**config.mk**
```make
export PLATFORM = sky130hd
export DESIGN_NAME = elgamal_byte_cipher_top_flat
export DESIGN_NICKNAME = d
export VERILOG_FILES = /design/src/rtl/core/elgc_pkg.sv /design/src/rtl/core/elgc_in_if.sv /design/src/rtl/core/elgc_out_if.sv /design/src/rtl/core/elgc_cfg_if.sv /design/src/rtl/core/elgc_modmul.sv /design/src/rtl/core/elgamal_byte_cipher_top.sv /design/src/flat_wrapper.sv
export SDC_FILE = /design/constraint.sdc
export NUM_CORES = 1
export LEC_CHECK = 0
export BUFFER_PORTS_ARGS = -buffer_cell sky130_fd_sc_hd__buf_2
export CORE_ASPECT_RATIO = 0.8
export CORE_MARGIN = 3
export CORE_UTILIZATION = 33
export CTS_CLUSTER_DIAMETER = 150
export CTS_CLUSTER_SIZE = 12
export DETAILED_ROUTE_END_ITERATION = 8
export GPL_TIMING_DRIVEN = 0
export PLACE_DENSITY = 0.5
export RECOVER_POWER = 100
export SYNTH_ARGS = -nofsm -noshare
export SYNTH_HDL_FRONTEND = slang
export SYNTH_SLANG_ARGS = --single-unit
```
**constraint.sdc**
```tcl
create_clock -name clk -period 5.8 [get_ports clk]
set_input_delay 0.58 -clock clk [delete_from_list [all_inputs] [get_ports clk]]
set_output_delay 0.58 -clock clk [all_outputs]
set_load 0.02 [all_outputs]
```
**src/rtl/core/elgc_pkg.sv**
```systemverilog
// elgc_pkg: shared types, constants and helpers for the byte cipher core
// no dependencies; used by the channel interfaces, the multiplier and the top level
`timescale 1ns / 1ps

package elgc_pkg;

  localparam int MOD_W     = 16;
  localparam int BYTE_W    = 8;
  localparam int PAD_W     = MOD_W - BYTE_W;
  localparam int CFG_IDX_W = 2;
  localparam int CNT_W     = $clog2(MOD_W);

  localparam logic [MOD_W-1:0] MODULUS_RST = MOD_W'(257);
  localparam logic [MOD_W-1:0] GEN_RST     = MOD_W'(3);
  localparam logic [MOD_W-1:0] PRIV_RST    = MOD_W'(123);
  localparam logic [MOD_W-1:0] SPUB_RST    = '0;

  typedef enum logic [CFG_IDX_W-1:0] {
    CFG_MODULUS = 2'd0,
    CFG_GENERATOR = 2'd1,
    CFG_PRIVATE = 2'd2,
    CFG_STORED_PUB = 2'd3
  } cfg_idx_t;

  typedef enum logic [1:0] {
    STAT_OK = 2'd0,
    STAT_ZERO = 2'd1,
    STAT_RANGE = 2'd2,
    STAT_KEY = 2'd3
  } status_t;

  typedef enum logic [3:0] {
    ST_IDLE,
    ST_PRED,
    ST_PRED_W,
    ST_PBIT,
    ST_PMUL_W,
    ST_PSQ,
    ST_PSQ_W,
    ST_MUL_W,
    ST_NEXT,
    ST_OUT
  } state_t;

  typedef enum logic [2:0] {
    PH_Y,
    PH_A,
    PH_T,
    PH_B,
    PH_XR,
    PH_INV,
    PH_PLAIN
  } phase_t;

  typedef struct packed {
    logic             start;
    logic [MOD_W-1:0] x;
    logic [MOD_W-1:0] y;
    logic [MOD_W-1:0] m;
  } mul_req_t;

  typedef struct packed {
    logic             busy;
    logic             done;
    logic [MOD_W-1:0] result;
  } mul_rsp_t;

  // 1 mod m, with m of 0 or 1 giving 0
  function automatic logic [MOD_W-1:0] one_mod(input logic [MOD_W-1:0] m);
    logic [MOD_W-1:0] r;
    r = (m > MOD_W'(1)) ? MOD_W'(1) : '0;
    return r;
  endfunction

endpackage

```
**src/rtl/core/elgc_in_if.sv**
```systemverilog
// elgc_in_if: input channel, valid/ready plus one item
// depends on elgc_pkg
`timescale 1ns / 1ps

interface elgc_in_if;
  import elgc_pkg::*;

  logic              valid;
  logic              ready;
  logic              mode;
  logic [BYTE_W-1:0] msg_byte;
  logic [MOD_W-1:0]  ephemeral_exp;
  logic [MOD_W-1:0]  pair_first;
  logic [MOD_W-1:0]  pair_second;

  modport source (
    output valid, mode, msg_byte, ephemeral_exp, pair_first, pair_second,
    input  ready
  );
  modport sink (
    input  valid, mode, msg_byte, ephemeral_exp, pair_first, pair_second,
    output ready
  );
endinterface

```
**src/rtl/core/elgc_out_if.sv**
```systemverilog
// elgc_out_if: result channel, valid/ready plus one result
// depends on elgc_pkg
`timescale 1ns / 1ps

interface elgc_out_if;
  import elgc_pkg::*;

  logic              valid;
  logic              ready;
  logic [MOD_W-1:0]  out_first;
  logic [MOD_W-1:0]  out_second;
  logic [BYTE_W-1:0] plain_byte;
  logic [MOD_W-1:0]  public_key;
  logic [1:0]        status;

  modport source (
    output valid, out_first, out_second, plain_byte, public_key, status,
    input  ready
  );
  modport sink (
    input  valid, out_first, out_second, plain_byte, public_key, status,
    output ready
  );
endinterface

```
**src/rtl/core/elgc_cfg_if.sv**
```systemverilog
// elgc_cfg_if: register write channel, valid/ready plus index and data
// depends on elgc_pkg
`timescale 1ns / 1ps

interface elgc_cfg_if;
  import elgc_pkg::*;

  logic                 valid;
  logic                 ready;
  logic [CFG_IDX_W-1:0] index;
  logic [MOD_W-1:0]     data;

  modport source (output valid, index, data, input ready);
  modport sink (input valid, index, data, output ready);
endinterface

```
**src/rtl/core/elgc_modmul.sv**
```systemverilog
// elgc_modmul: bit-serial interleaved modular multiplier, x * y mod m
// one bit of x per cycle, msb first; y must already be below m; depends on elgc_pkg
`timescale 1ns / 1ps

module elgc_modmul (
  input  logic              clk,
  input  logic              rst_n,
  input  elgc_pkg::mul_req_t req,
  output elgc_pkg::mul_rsp_t rsp
);
  import elgc_pkg::*;

  localparam logic [CNT_W-1:0] CNT_LAST = CNT_W'(MOD_W - 1);

  logic             busy_r;
  logic             done_r;
  logic [CNT_W-1:0] cnt_r;
  logic [MOD_W-1:0] x_r;
  logic [MOD_W-1:0] y_r;
  logic [MOD_W-1:0] m_r;
  logic [MOD_W-1:0] acc_r;
  logic             zero_r;

  logic [MOD_W-1:0] addend;
  logic [MOD_W+1:0] t_sum;
  logic [MOD_W+1:0] m1;
  logic [MOD_W+1:0] m2;
  logic [MOD_W+1:0] t_red;

  always_comb begin
    addend = x_r[MOD_W-1] ? y_r : '0;
    t_sum  = {1'b0, acc_r, 1'b0} + {2'b00, addend};
    m1     = {2'b00, m_r};
    m2     = {1'b0, m_r, 1'b0};
    priority if (t_sum >= m2) begin
      t_red = t_sum - m2;
    end else if (t_sum >= m1) begin
      t_red = t_sum - m1;
    end else begin
      t_red = t_sum;
    end
  end

  always_ff @(posedge clk) begin
    if (!rst_n) begin
      busy_r <= 1'b0;
      done_r <= 1'b0;
      cnt_r  <= '0;
    end else begin
      done_r <= 1'b0;
      if (req.start && !busy_r) begin
        busy_r <= 1'b1;
        cnt_r  <= '0;
      end else if (busy_r) begin
        cnt_r <= cnt_r + CNT_W'(1);
        if (cnt_r == CNT_LAST) begin
          busy_r <= 1'b0;
          done_r <= 1'b1;
        end
      end
    end
  end

  always_ff @(posedge clk) begin
    if (req.start && !busy_r) begin
      x_r    <= req.x;
      y_r    <= req.y;
      m_r    <= req.m;
      zero_r <= (req.m == '0);
      acc_r  <= '0;
    end else if (busy_r) begin
      x_r   <= {x_r[MOD_W-2:0], 1'b0};
      acc_r <= t_red[MOD_W-1:0];
    end
  end

  assign rsp.busy   = busy_r;
  assign rsp.done   = done_r;
  assign rsp.result = zero_r ? '0 : acc_r;

endmodule

```
**src/rtl/core/elgamal_byte_cipher_top.sv**
```systemverilog
// elgamal_byte_cipher_top: byte encrypt / pair decrypt over a small prime group
// each modular product is a full pass of the bit-serial multiplier, plus issue and handoff
// an exponent costs 1 + up to 31 products
// encrypt: three exponents and one product; decrypt: two exponents and two products
// one transaction at a time; the next is taken while a finished result waits in the output register
// reset: synchronous active-low, clears control and loads register defaults 257, 3, 123, 0
`timescale 1ns / 1ps

module elgamal_byte_cipher_top (
  input logic       clk,
  input logic       rst_n,
  elgc_cfg_if.sink  cfg_ch,
  elgc_in_if.sink   in_ch,
  elgc_out_if.source out_ch
);
  import elgc_pkg::*;

  logic [MOD_W-1:0] mod_r, gen_r, priv_r, spub_r;

  state_t state_r, state_nxt;
  phase_t phase_r, phase_nxt;

  logic              mode_r, mode_nxt;
  logic [BYTE_W-1:0] msg_r, msg_nxt;
  logic [MOD_W-1:0]  k_r, k_nxt;
  logic [MOD_W-1:0]  a_r, a_nxt;
  logic [MOD_W-1:0]  b_r, b_nxt;
  logic [MOD_W-1:0]  base_r, base_nxt;
  logic [MOD_W-1:0]  exp_r, exp_nxt;
  logic [MOD_W-1:0]  acc_r, acc_nxt;
  logic [MOD_W-1:0]  y_r, y_nxt;
  logic [MOD_W-1:0]  first_r, first_nxt;
  logic [MOD_W-1:0]  second_r, second_nxt;
  logic [BYTE_W-1:0] plain_r, plain_nxt;
  status_t           status_r, status_nxt;

  logic              out_valid_r;
  logic [MOD_W-1:0]  out_first_r, out_second_r, out_pub_r;
  logic [BYTE_W-1:0] out_plain_r;
  status_t           out_status_r;
  logic              out_load;

  logic [MOD_W-1:0] p_m1;
  logic [MOD_W-1:0] one_p;
  logic [MOD_W-1:0] one_q;
  logic             key_bad;
  logic             pair_bad;

  mul_req_t mul_req;
  mul_rsp_t mul_rsp;

  elgc_modmul u_modmul (
    .clk  (clk),
    .rst_n(rst_n),
    .req  (mul_req),
    .rsp  (mul_rsp)
  );

  // configuration registers
  assign cfg_ch.ready = 1'b1;

  always_ff @(posedge clk) begin
    if (!rst_n) begin
      mod_r  <= MODULUS_RST;
      gen_r  <= GEN_RST;
      priv_r <= PRIV_RST;
      spub_r <= SPUB_RST;
    end else if (cfg_ch.valid) begin
      unique case (cfg_idx_t'(cfg_ch.index))
        CFG_MODULUS:    mod_r  <= cfg_ch.data;
        CFG_GENERATOR:  gen_r  <= cfg_ch.data;
        CFG_PRIVATE:    priv_r <= cfg_ch.data;
        CFG_STORED_PUB: spub_r <= cfg_ch.data;
      endcase
    end
  end

  assign p_m1     = mod_r - MOD_W'(1);
  assign one_p    = one_mod(mod_r);
  assign one_q    = one_mod(p_m1);
  assign key_bad  = (spub_r == '0) || (spub_r >= mod_r) || (spub_r != acc_r);
  assign pair_bad = (a_r == '0) || (a_r >= mod_r) || (b_r >= mod_r);

  assign in_ch.ready = (state_r == ST_IDLE);

  always_ff @(posedge clk) begin
    if (!rst_n) begin
      state_r <= ST_IDLE;
      phase_r <= PH_Y;
    end else begin
      state_r <= state_nxt;
      phase_r <= phase_nxt;
    end
  end

  always_ff @(posedge clk) begin
    mode_r   <= mode_nxt;
    msg_r    <= msg_nxt;
    k_r      <= k_nxt;
    a_r      <= a_nxt;
    b_r      <= b_nxt;
    base_r   <= base_nxt;
    exp_r    <= exp_nxt;
    acc_r    <= acc_nxt;
    y_r      <= y_nxt;
    first_r  <= first_nxt;
    second_r <= second_nxt;
    plain_r  <= plain_nxt;
    status_r <= status_nxt;
  end

  // sequencer: square-and-multiply on the shared multiplier, phases chain the exponents
  always_comb begin
    state_nxt  = state_r;
    phase_nxt  = phase_r;
    mode_nxt   = mode_r;
    msg_nxt    = msg_r;
    k_nxt      = k_r;
    a_nxt      = a_r;
    b_nxt      = b_r;
    base_nxt   = base_r;
    exp_nxt    = exp_r;
    acc_nxt    = acc_r;
    y_nxt      = y_r;
    first_nxt  = first_r;
    second_nxt = second_r;
    plain_nxt  = plain_r;
    status_nxt = status_r;
    out_load   = 1'b0;
    mul_req    = '{start: 1'b0, x: base_r, y: one_p, m: mod_r};

    unique case (state_r)
      ST_IDLE: begin
        if (in_ch.valid) begin
          mode_nxt   = in_ch.mode;
          msg_nxt    = in_ch.msg_byte;
          k_nxt      = in_ch.ephemeral_exp;
          a_nxt      = in_ch.pair_first;
          b_nxt      = in_ch.pair_second;
          first_nxt  = '0;
          second_nxt = '0;
          plain_nxt  = '0;
          base_nxt   = gen_r;
          exp_nxt    = priv_r;
          acc_nxt    = one_p;
          phase_nxt  = PH_Y;
          state_nxt  = ST_PRED;
        end
      end
      ST_PRED: begin
        mul_req   = '{start: 1'b1, x: base_r, y: one_p, m: mod_r};
        state_nxt = ST_PRED_W;
      end
      ST_PRED_W: begin
        if (mul_rsp.done) begin
          base_nxt  = mul_rsp.result;
          state_nxt = ST_PBIT;
        end
      end
      ST_PBIT: begin
        priority if (exp_r == '0) begin
          state_nxt = ST_NEXT;
        end else if (exp_r[0]) begin
          mul_req   = '{start: 1'b1, x: acc_r, y: base_r, m: mod_r};
          state_nxt = ST_PMUL_W;
        end else begin
          state_nxt = ST_PSQ;
        end
      end
      ST_PMUL_W: begin
        if (mul_rsp.done) begin
          acc_nxt   = mul_rsp.result;
          state_nxt = ST_PSQ;
        end
      end
      ST_PSQ: begin
        if (exp_r[MOD_W-1:1] == '0) begin
          exp_nxt   = '0;
          state_nxt = ST_PBIT;
        end else begin
          mul_req   = '{start: 1'b1, x: base_r, y: base_r, m: mod_r};
          state_nxt = ST_PSQ_W;
        end
      end
      ST_PSQ_W: begin
        if (mul_rsp.done) begin
          base_nxt  = mul_rsp.result;
          exp_nxt   = {1'b0, exp_r[MOD_W-1:1]};
          state_nxt = ST_PBIT;
        end
      end
      ST_MUL_W: begin
        if (mul_rsp.done) begin
          acc_nxt   = mul_rsp.result;
          state_nxt = ST_NEXT;
        end
      end
      ST_NEXT: begin
        unique case (phase_r)
          PH_Y: begin
            y_nxt = acc_r;
            priority if (!mode_r) begin
              base_nxt  = gen_r;
              exp_nxt   = k_r;
              acc_nxt   = one_p;
              phase_nxt = PH_A;
              state_nxt = ST_PRED;
            end else if (key_bad) begin
              status_nxt = STAT_KEY;
              state_nxt  = ST_OUT;
            end else if (pair_bad) begin
              status_nxt = STAT_RANGE;
              state_nxt  = ST_OUT;
            end else begin
              mul_req   = '{start: 1'b1, x: priv_r, y: one_q, m: p_m1};
              phase_nxt = PH_XR;
              state_nxt = ST_MUL_W;
            end
          end
          PH_A: begin
            first_nxt = acc_r;
            base_nxt  = y_r;
            exp_nxt   = k_r;
            acc_nxt   = one_p;
            phase_nxt = PH_T;
            state_nxt = ST_PRED;
          end
          PH_T: begin
            mul_req   = '{start: 1'b1, x: {{PAD_W{1'b0}}, msg_r}, y: acc_r, m: mod_r};
            phase_nxt = PH_B;
            state_nxt = ST_MUL_W;
          end
          PH_B: begin
            second_nxt = acc_r;
            status_nxt = ((y_r == '0) || (first_r == '0) || (acc_r == '0)) ?
                         STAT_ZERO : STAT_OK;
            state_nxt  = ST_OUT;
          end
          PH_XR: begin
            base_nxt  = a_r;
            exp_nxt   = p_m1 - acc_r;
            acc_nxt   = one_p;
            phase_nxt = PH_INV;
            state_nxt = ST_PRED;
          end
          PH_INV: begin
            mul_req   = '{start: 1'b1, x: b_r, y: acc_r, m: mod_r};
            phase_nxt = PH_PLAIN;
            state_nxt = ST_MUL_W;
          end
          PH_PLAIN: begin
            plain_nxt  = acc_r[BYTE_W-1:0];
            status_nxt = STAT_OK;
            state_nxt  = ST_OUT;
          end
          default: begin
            state_nxt = ST_IDLE;
          end
        endcase
      end
      ST_OUT: begin
        if (!out_valid_r || out_ch.ready) begin
          out_load  = 1'b1;
          state_nxt = ST_IDLE;
        end
      end
      default: begin
        state_nxt = ST_IDLE;
      end
    endcase
  end

  // output register
  always_ff @(posedge clk) begin
    if (!rst_n) begin
      out_valid_r <= 1'b0;
    end else if (out_load) begin
      out_valid_r <= 1'b1;
    end else if (out_ch.ready) begin
      out_valid_r <= 1'b0;
    end
  end

  always_ff @(posedge clk) begin
    if (out_load) begin
      out_first_r  <= first_r;
      out_second_r <= second_r;
      out_plain_r  <= plain_r;
      out_pub_r    <= y_r;
      out_status_r <= status_r;
    end
  end

  assign out_ch.valid      = out_valid_r;
  assign out_ch.out_first  = out_first_r;
  assign out_ch.out_second = out_second_r;
  assign out_ch.plain_byte = out_plain_r;
  assign out_ch.public_key = out_pub_r;
  assign out_ch.status     = out_status_r;

  // checks
  a_mul_idle_on_start: assert property (@(posedge clk) disable iff (!rst_n)
    mul_req.start |-> !mul_rsp.busy)
    else $error("multiplier started while busy");

  a_fail_no_plain: assert property (@(posedge clk) disable iff (!rst_n)
    out_ch.valid && (out_ch.status != STAT_OK) |-> (out_ch.plain_byte == '0))
    else $error("plain byte nonzero on a flagged result");

  a_out_slot_filled: assert property (@(posedge clk) disable iff (!rst_n)
    (state_r == ST_OUT) && !out_valid_r |=> out_valid_r)
    else $error("finished result not moved to the output register");

  a_done_in_wait: assert property (@(posedge clk) disable iff (!rst_n)
    mul_rsp.done |-> (state_r == ST_PRED_W) || (state_r == ST_PMUL_W) ||
                     (state_r == ST_PSQ_W) || (state_r == ST_MUL_W))
    else $error("multiplier result arrived outside a wait state");

endmodule

```
**src/flat_wrapper.sv**
```systemverilog
// flat-port wrapper written by rule: the top's interface ports become plain ports
module elgamal_byte_cipher_top_flat import elgc_pkg::*;
  (clk, rst_n, cfg_ch_valid, cfg_ch_index, cfg_ch_data, cfg_ch_ready, in_ch_valid, in_ch_mode, in_ch_msg_byte, in_ch_ephemeral_exp, in_ch_pair_first, in_ch_pair_second, in_ch_ready, out_ch_valid, out_ch_out_first, out_ch_out_second, out_ch_plain_byte, out_ch_public_key, out_ch_status, out_ch_ready);
  elgc_cfg_if cfg_ch_i ();
  elgc_in_if in_ch_i ();
  elgc_out_if out_ch_i ();
  input logic clk;
  input logic rst_n;
  input wire logic [$bits(cfg_ch_i.valid)-1:0] cfg_ch_valid;
  input wire logic [$bits(cfg_ch_i.index)-1:0] cfg_ch_index;
  input wire logic [$bits(cfg_ch_i.data)-1:0] cfg_ch_data;
  output wire logic [$bits(cfg_ch_i.ready)-1:0] cfg_ch_ready;
  input wire logic [$bits(in_ch_i.valid)-1:0] in_ch_valid;
  input wire logic [$bits(in_ch_i.mode)-1:0] in_ch_mode;
  input wire logic [$bits(in_ch_i.msg_byte)-1:0] in_ch_msg_byte;
  input wire logic [$bits(in_ch_i.ephemeral_exp)-1:0] in_ch_ephemeral_exp;
  input wire logic [$bits(in_ch_i.pair_first)-1:0] in_ch_pair_first;
  input wire logic [$bits(in_ch_i.pair_second)-1:0] in_ch_pair_second;
  output wire logic [$bits(in_ch_i.ready)-1:0] in_ch_ready;
  output wire logic [$bits(out_ch_i.valid)-1:0] out_ch_valid;
  output wire logic [$bits(out_ch_i.out_first)-1:0] out_ch_out_first;
  output wire logic [$bits(out_ch_i.out_second)-1:0] out_ch_out_second;
  output wire logic [$bits(out_ch_i.plain_byte)-1:0] out_ch_plain_byte;
  output wire logic [$bits(out_ch_i.public_key)-1:0] out_ch_public_key;
  output wire logic [$bits(out_ch_i.status)-1:0] out_ch_status;
  input wire logic [$bits(out_ch_i.ready)-1:0] out_ch_ready;
  assign cfg_ch_i.valid = cfg_ch_valid;
  assign cfg_ch_i.index = cfg_ch_index;
  assign cfg_ch_i.data = cfg_ch_data;
  assign cfg_ch_ready = cfg_ch_i.ready;
  assign in_ch_i.valid = in_ch_valid;
  assign in_ch_i.mode = in_ch_mode;
  assign in_ch_i.msg_byte = in_ch_msg_byte;
  assign in_ch_i.ephemeral_exp = in_ch_ephemeral_exp;
  assign in_ch_i.pair_first = in_ch_pair_first;
  assign in_ch_i.pair_second = in_ch_pair_second;
  assign in_ch_ready = in_ch_i.ready;
  assign out_ch_valid = out_ch_i.valid;
  assign out_ch_out_first = out_ch_i.out_first;
  assign out_ch_out_second = out_ch_i.out_second;
  assign out_ch_plain_byte = out_ch_i.plain_byte;
  assign out_ch_public_key = out_ch_i.public_key;
  assign out_ch_status = out_ch_i.status;
  assign out_ch_i.ready = out_ch_ready;
  elgamal_byte_cipher_top u_core (.clk(clk), .rst_n(rst_n), .cfg_ch(cfg_ch_i), .in_ch(in_ch_i), .out_ch(out_ch_i));
endmodule
```
## Yosys cells after proc, flatten, opt, wreduce, memory -nomap -nowiden

Cells that the tools add are included.

| operators by class | value |
|---|---|
| add/sub/neg operators | 6 |
| order comparisons | 7 |
| equal/unequal tests | 39 |
| multiplexer cells | 71 |
| bitwise operators | 2 |
| reductions and logical operators | 50 |

Operator list:

| operator | number |
|---|---|
| $mux 49 | 6 |
| $mux 16 | 18 |
| $pmux 49 s4 | 1 |
| $pmux 16 s3 | 4 |
| $pmux 49 s3 | 1 |
| $logic_not 16->1 | 7 |
| $pmux 16 s2 | 3 |
| $pmux 16 s4 | 1 |
| $ge 16x16->1 | 3 |
| $sub 16x16->16 | 3 |
| $mux 4 | 9 |
| $pmux 4 s9 | 1 |
| $gt 16x1->1 const B | 2 |
| $reduce_and 5->1 | 4 |
| $add 17x16->18 | 1 |
| $ge 18x16->1 | 1 |
| $ge 18x17->1 | 1 |
| $eq 4x3->1 const B | 4 |
| $mux 8 | 2 |
| $ne 16x16->1 | 1 |
| $ne 2x1->1 const B | 8 |
| $pmux 4 s4 | 1 |
| $pmux 8 s2 | 1 |
| $sub 16x1->16 const B | 1 |
| 39 further kinds | 91 |

| storage, ports and cells | value |
|---|---|
| register bits after elaboration | 364 |
| bits of input ports | 80 |
| output and inout bits | 61 |

## Longest topological paths before layout

| depth | value |
|---|---|
| depth after elaboration | 10 |
| depth in mapped cells | 21 |

## Modules after synthesis

From an unflattened synthesis, not the netlist that was laid out.

| second synthesis, totals | value |
|---|---|
| cell total of the unflattened synthesis | 1845 |
| area total of the unflattened synthesis | 19516.2 sq um |

Modules (own cells, without submodules):

| module | times used | cells each | area an instance (sq um) | sequential area each (sq um) |
|---|---|---|---|---|
| elgamal_byte_cipher_top | 1 | 1335 | 14462.6 | 8077.7 |
| elgc_modmul | 1 | 510 | 5053.6 | 1911.8 |

## Worst setup path before layout

Ideal clock, no wire load.

| timing path | value |
|---|---|
| path type | register -> register |
| from | register u_core.state_r[3] |
| to | register u_core.out_first_r[0], in the netlist u_core.out_ch.out_first[0], enable pin |
| arrival | 3.639 ns |
| setup slack | 1.687 ns |
| cell stages (with the launch flop) | 6 |
| buffers on the path | 3 |
| clock period less this slack | 4.113 ns |
| path through | dfxtp_1 -> clkbuf_1 -> clkbuf_1 -> clkbuf_1 -> nand3_1 -> nor2_1 |

| between the ends | value |
|---|---|
| longest elaborated chain between the ends | 2 |

RTL lines:

| element | RTL line | RTL |
|---|---|---|
| start, declared | elgamal_byte_cipher_top.sv:20 | `state_t state_r, state_nxt;` |
| start signal, assigned | elgamal_byte_cipher_top.sv:91 | `state_r <= state_nxt;` |
| $eq 4x4->1 | elgamal_byte_cipher_top.sv:132 | `unique case (state_r)` |
| $mux 1 | elgamal_byte_cipher_top.sv:132 |  |
| named net u_core.out_load | elgamal_byte_cipher_top.sv:41 | `logic out_load;` |
| end signal, assigned | elgamal_byte_cipher_top.sv:286 | `out_first_r <= first_r;` |
| end, declared | elgamal_byte_cipher_top.sv:38 | `logic [MOD_W-1:0] out_first_r, out_second_r, out_pub_r;` |

The timed path passes the listed nets, and every way through them passes these cells.
A chain may end at the register's enable or synchronous reset.

## Worst setup path in the final report

| timing path | value |
|---|---|
| from | register u_core.mod_r[10] |
| to | register u_core.u_modmul.x_r[15] (data pin) |

| between the ends | value |
|---|---|
| longest elaborated chain between the ends | 10 |

RTL lines:

| element | RTL line | RTL |
|---|---|---|
| start, declared | elgamal_byte_cipher_top.sv:18 | `logic [MOD_W-1:0] mod_r, gen_r, priv_r, spub_r;` |
| start signal, assigned | elgamal_byte_cipher_top.sv:70 | `CFG_MODULUS: mod_r <= cfg_ch.data;` |
| $ge 16x16->1 | elgamal_byte_cipher_top.sv:82 | `assign pair_bad = (a_r == '0) \|\| (a_r >= mod_r) \|\| (b_r >= mod_r);` |
| $logic_or 1x1->1 (2 in series) | elgamal_byte_cipher_top.sv:82 |  |
| $mux 49 | elgamal_byte_cipher_top.sv:211 | `end else if (pair_bad) begin` |
| $mux 49 (*) | elgamal_byte_cipher_top.sv:208 | `end else if (key_bad) begin` |
| $mux 49 (*) | elgamal_byte_cipher_top.sv:202 | `priority if (!mode_r) begin` |
| $pmux 49 s3 (*) | elgamal_byte_cipher_top.sv:199 | `unique case (phase_r)` |
| $pmux 49 s4 (*) | elgamal_byte_cipher_top.sv:132 |  |
| $logic_and 1x1->1 | elgc_modmul.sv:65 | `if (req.start && !busy_r) begin` |
| $mux 16 (*) | elgc_modmul.sv:65 |  |
| end signal, assigned | elgc_modmul.sv:66 | `x_r <= req.x;` |
| end signal, assigned | elgc_modmul.sv:72 | `x_r <= {x_r[MOD_W-2:0], 1'b0};` |
| end, declared | elgc_modmul.sv:18 | `logic [MOD_W-1:0] x_r;` |

Every way passes the cells marked *; elsewhere a longest branch is shown, timed or not.

==> key figures <==
CTS
  – H-tree depth: 2
  – Clk slew on worst S/H paths: ~80 ps
  – Root buffer cell: clkbuf_16
  – CTS buffer count: 36
  – Clock Tree Buf Depth: 3
  – Post-CTS Hold Buffers: 0
  – Clock Latency Late Sink: 580 ps
  – CTS tree: built
  – CTS Sinks: 364
  – Post-cts sizing count: 0
  – Postcts setup bufs: 0

Synth
  – Mux cell area share after synthesis: less than 1%
  – Syn Nets: a little over 2,000
  – Synth warn: 0
  – FFs w/ async S/R, synth: 0%
  – Post-synth top cells: edfxtp_1 (270), nand2_1 (196), a21oi_1 (165), nor2_1 (165), ha_1 (115)
  – Main synth FF type: edfxtp_1
  – Top cells by area, synth: edfxtp_1 (42%), dfxtp_1 (9.8%), ha_1 (7.5%), a21oi_1 (4.3%), nand2_1 (3.8%)
  – Yosys top cell area share: 42.11%
  – Yosys cell types: 80
  – Cell taking the most area after synthesis: edfxtp_1
  – #FFs+latches synth: 364
  – Syn_area_per_cell: 10.43 um^2
  – Synth Area in Compound Gates: approximately 17%
  – Cell Area, Synth: approximately 19,000 um^2
  – Synth Instances: 1,845
  – Post-synthesis adder-cell area fraction: under 10%
  – Sequential element share of the synthesized area: around 52%
  – Xor/xnor cell area share of the yosys netlist: 4.458%
  – Synth Area in Simple Gates: 14.51%
  – Post-synth EDFFs: 270
  – Most numerous cell in the Yosys netlist: edfxtp_1
  – Main combinational cell family by area after synthesis: compound AO/OA/AOI/OAI gates

Die
  – DIE WIDTH: 276.0 um
  – Die Area: 61,290 um^2
  – Die height: 222.0 um
  – I/O pin total: 141
  – Row Count: just under 80
  – Core ar.: between 50,000 and 60,000 um^2
  – Initial Util: 33.66%

Timing
  – RSZ-0062 raised after global routing: false
  – Max Clock Freq: 186.2 MHz
  – Final period util: 92.60%
  – Final Skew: approximately 37 ps
  – Endpoints failing setup: 0
  – Final Slew Violations: 146
  – Worst slew pin tran: around 2600 ps
  – Period minus WS final: between 5000 and 6000 ps
  – Setup_tns: 0 ps
  – Worst hold slack: approximately 170 ps
  – Slew margin rel.: -73.62%
  – Final hold violations: 0

Route
  – Routed WL: about 73,000 um
  – Routed len/inst: approximately 26 um
  – Initial DRT Pass Iterations: 6
  – Final antenna-violating net count: 0
  – Vias/cell: between 5 and 6
  – Detailed-route via count: roughly 16,000
  – DR iter-0 viols: roughly 1,700
  – DRC: 0

Finish
  – Final core occ: between 30% and 40%
  – # nets final: between 2,000 and 2,500
  – Area grow syn2layout: 13.52%
  – Share of layout cells above drive strength 1: 7.011%

Critical path
  – Max FO, Critical Path: 42
  – CP Class: flip-flop to flip-flop
  – Slowest stage cell, crit path: buf_2
  – Critical path cell sequence: clkbuf_1 -> inv_1 -> ha_1 -> a21o_1 -> a21oi_1 -> inv_1 -> o31ai_1 -> nand2_1 -> nor3_4 -> nor3_1 -> or2_0 -> inv_1 -> buf_2 -> a21oi_1
  – CP endpoint kind: flip-flop
  – WP data arrival: 5630 ps
  – Cell mode on critical path: inv_1
  – Top delay family on crit path: buffers and inverters
  – CP Launch Type: flip-flop
  – Buffers & Inverters on Critical Path: 5
  – Crit path required time: a little over 6000 ps
  – Crit path largest cell delay: 840 ps

Placement
  – PortBufs: 139
  – GPL Wtd Cong: approximately 1
  – DP HPWL: roughly 58,000 um

GRT
  – Pin count of the biggest net entering global routing: 43
  – First-pass GRT wire length: approximately 100,000 um
  – GR Util All Layers: 23.00%
  – GRT overflow: 0
  – Vias in the first global route: approximately 15,000
  – Initial antenna violation count: 1

Power and ir drop
  – LEAKAGE: approximately 8.0 nW
  – PD cells: between 500 and 600 nW/um^2
  – Maximum vdd drop: 0.2560 mV

Flow run
  – Max-capacitance violation count: 7

Run status
  – Violated checks: capacitance limit, slew limit
  – Status: finished with violations

Worst hold path
  – Worst min path class: input pin to flip-flop
==> path summary, 6_finish.rpt <==
check,startpoint,slack (ps),to,depth (start not counted)
min,in_ch_msg_byte[2],170,u_core.msg_r[2],1
min reg2reg,u_core.second_r[9],420,u_core.out_ch.out_second[9],0
max,u_core.mod_r[10],430,u_core.u_modmul.x_r[15],14
max reg2reg,u_core.mod_r[10],430,u_core.u_modmul.x_r[15],14
==> cell families after synthesis <==
| group | Yosys count |
|---|---|
| simple gates | 587 |
| mux | 18 |
| xor+xnor | 98 |
| other cells | 1 |
| fa+ha+maj | 119 |
| flops | 364 |
| compound gates | 486 |
| buf+inv | 172 |
==> state kept, by name (all words and copies together) (netlist names), 16 cells and up <==
signal and cells:
u_core.second_r 16, u_core.u_modmul.x_r 16, u_core.k_r 16, u_core.out_ch.out_second 16, u_core.out_ch.public_key 16, u_core.u_modmul.acc_r 16
u_core.u_modmul.y_r 16, u_core.spub_r 16, u_core.a_r 16, u_core.exp_r 16, u_core.out_ch.out_first 16, u_core.acc_r 16
u_core.u_modmul.m_r 16, u_core.y_r 16, u_core.base_r 16, u_core.first_r 16, u_core.b_r 16, u_core.mod_r 16
u_core.gen_r 16, u_core.priv_r 16
==> cells in the final DEF (no fill, tap or decap), drive strengths merged, types with 4 or more instances in the layout <==
| cell type | count |
|---|---|
| inv | 99 |
| o31ai | 8 |
| nor3 | 29 |
| a221o | 22 |
| clkbuf | 198 |
| a221oi | 10 |
| or2 | 8 |
| or3 | 6 |
| a22oi | 43 |
| fa | 4 |
| edfxtp | 270 |
| mux2i | 16 |
| and2 | 37 |
| nor2 | 165 |
| a21o | 23 |
| xor2 | 32 |
| o21ai | 76 |
| nor2b | 11 |
| dfxtp | 94 |
| and4 | 4 |
| o211ai | 18 |
| xnor2 | 66 |
| a211o | 4 |
| o21bai | 9 |
| buf | 83 |
| a222oi | 8 |
| ha | 115 |
| nand2b | 12 |
| and3 | 15 |
| o21a | 9 |
| nand3 | 29 |
| a21oi | 165 |
| o31a | 12 |
| nor4 | 41 |
| nand4 | 23 |
| a31oi | 22 |
| nand2 | 196 |
| a22o | 18 |
| a211oi | 15 |
==> final cells by class <==
cell class	count	area, um^2
clock inverter	4	53.80
sequential	364	9990
clock buffer	62	998.5
antenna	2	5.005
buffer	76	322.8
tap	760	950.9
inverter	96	360.3
fill	5792	35340
timing repair buffer	143	628.1
multi-input combinational	1309	8546
==> report_power, final <==
part           switching (W)  internal, W
Combinational        0.00364      0.00203
Sequential          0.000696      0.00367
Clock                0.00104      0.00118
==> routing by layer <==
metal | share of wire (%) | up-vias | track usage (%)
li1 | - | 7208 | -
met1 | 47 | 7570 | 33.75
met2 | 39 | 726 | 31.48
met3 | 11 | 111 | 7.906
met4 | 2.9 | 0 | 7.151
met5 | 0 | - | 0
==> per-stage QoR <==
stage	power, W	area (um^2)	std cells	setup WS (ps)
floorplan	0.007993	19250	1845	1687
global placement	0.009893	20900	2744	-58.49
detailed placement	0.009952	20980	2747	665.2
CTS	0.01221	22040	2813	643.7
global route	0.01296	21850	2814	157.1
finish	0.01226	21850	2816	429.5
==> worst register-to-register path, stage by stage (launching register included) <==
cell and delay [ps]:
dfxtp_1 300, clkbuf_1 320, inv_1 300, ha_1 380, a21o_1 170, a21oi_1 180
inv_1 60, o31ai_1 620, nand2_1 380, nor3_4 510, nor3_1 270, or2_0 310
inv_1 240, buf_2 840, a21oi_1 190
Power figures use the tool's default switching activity.
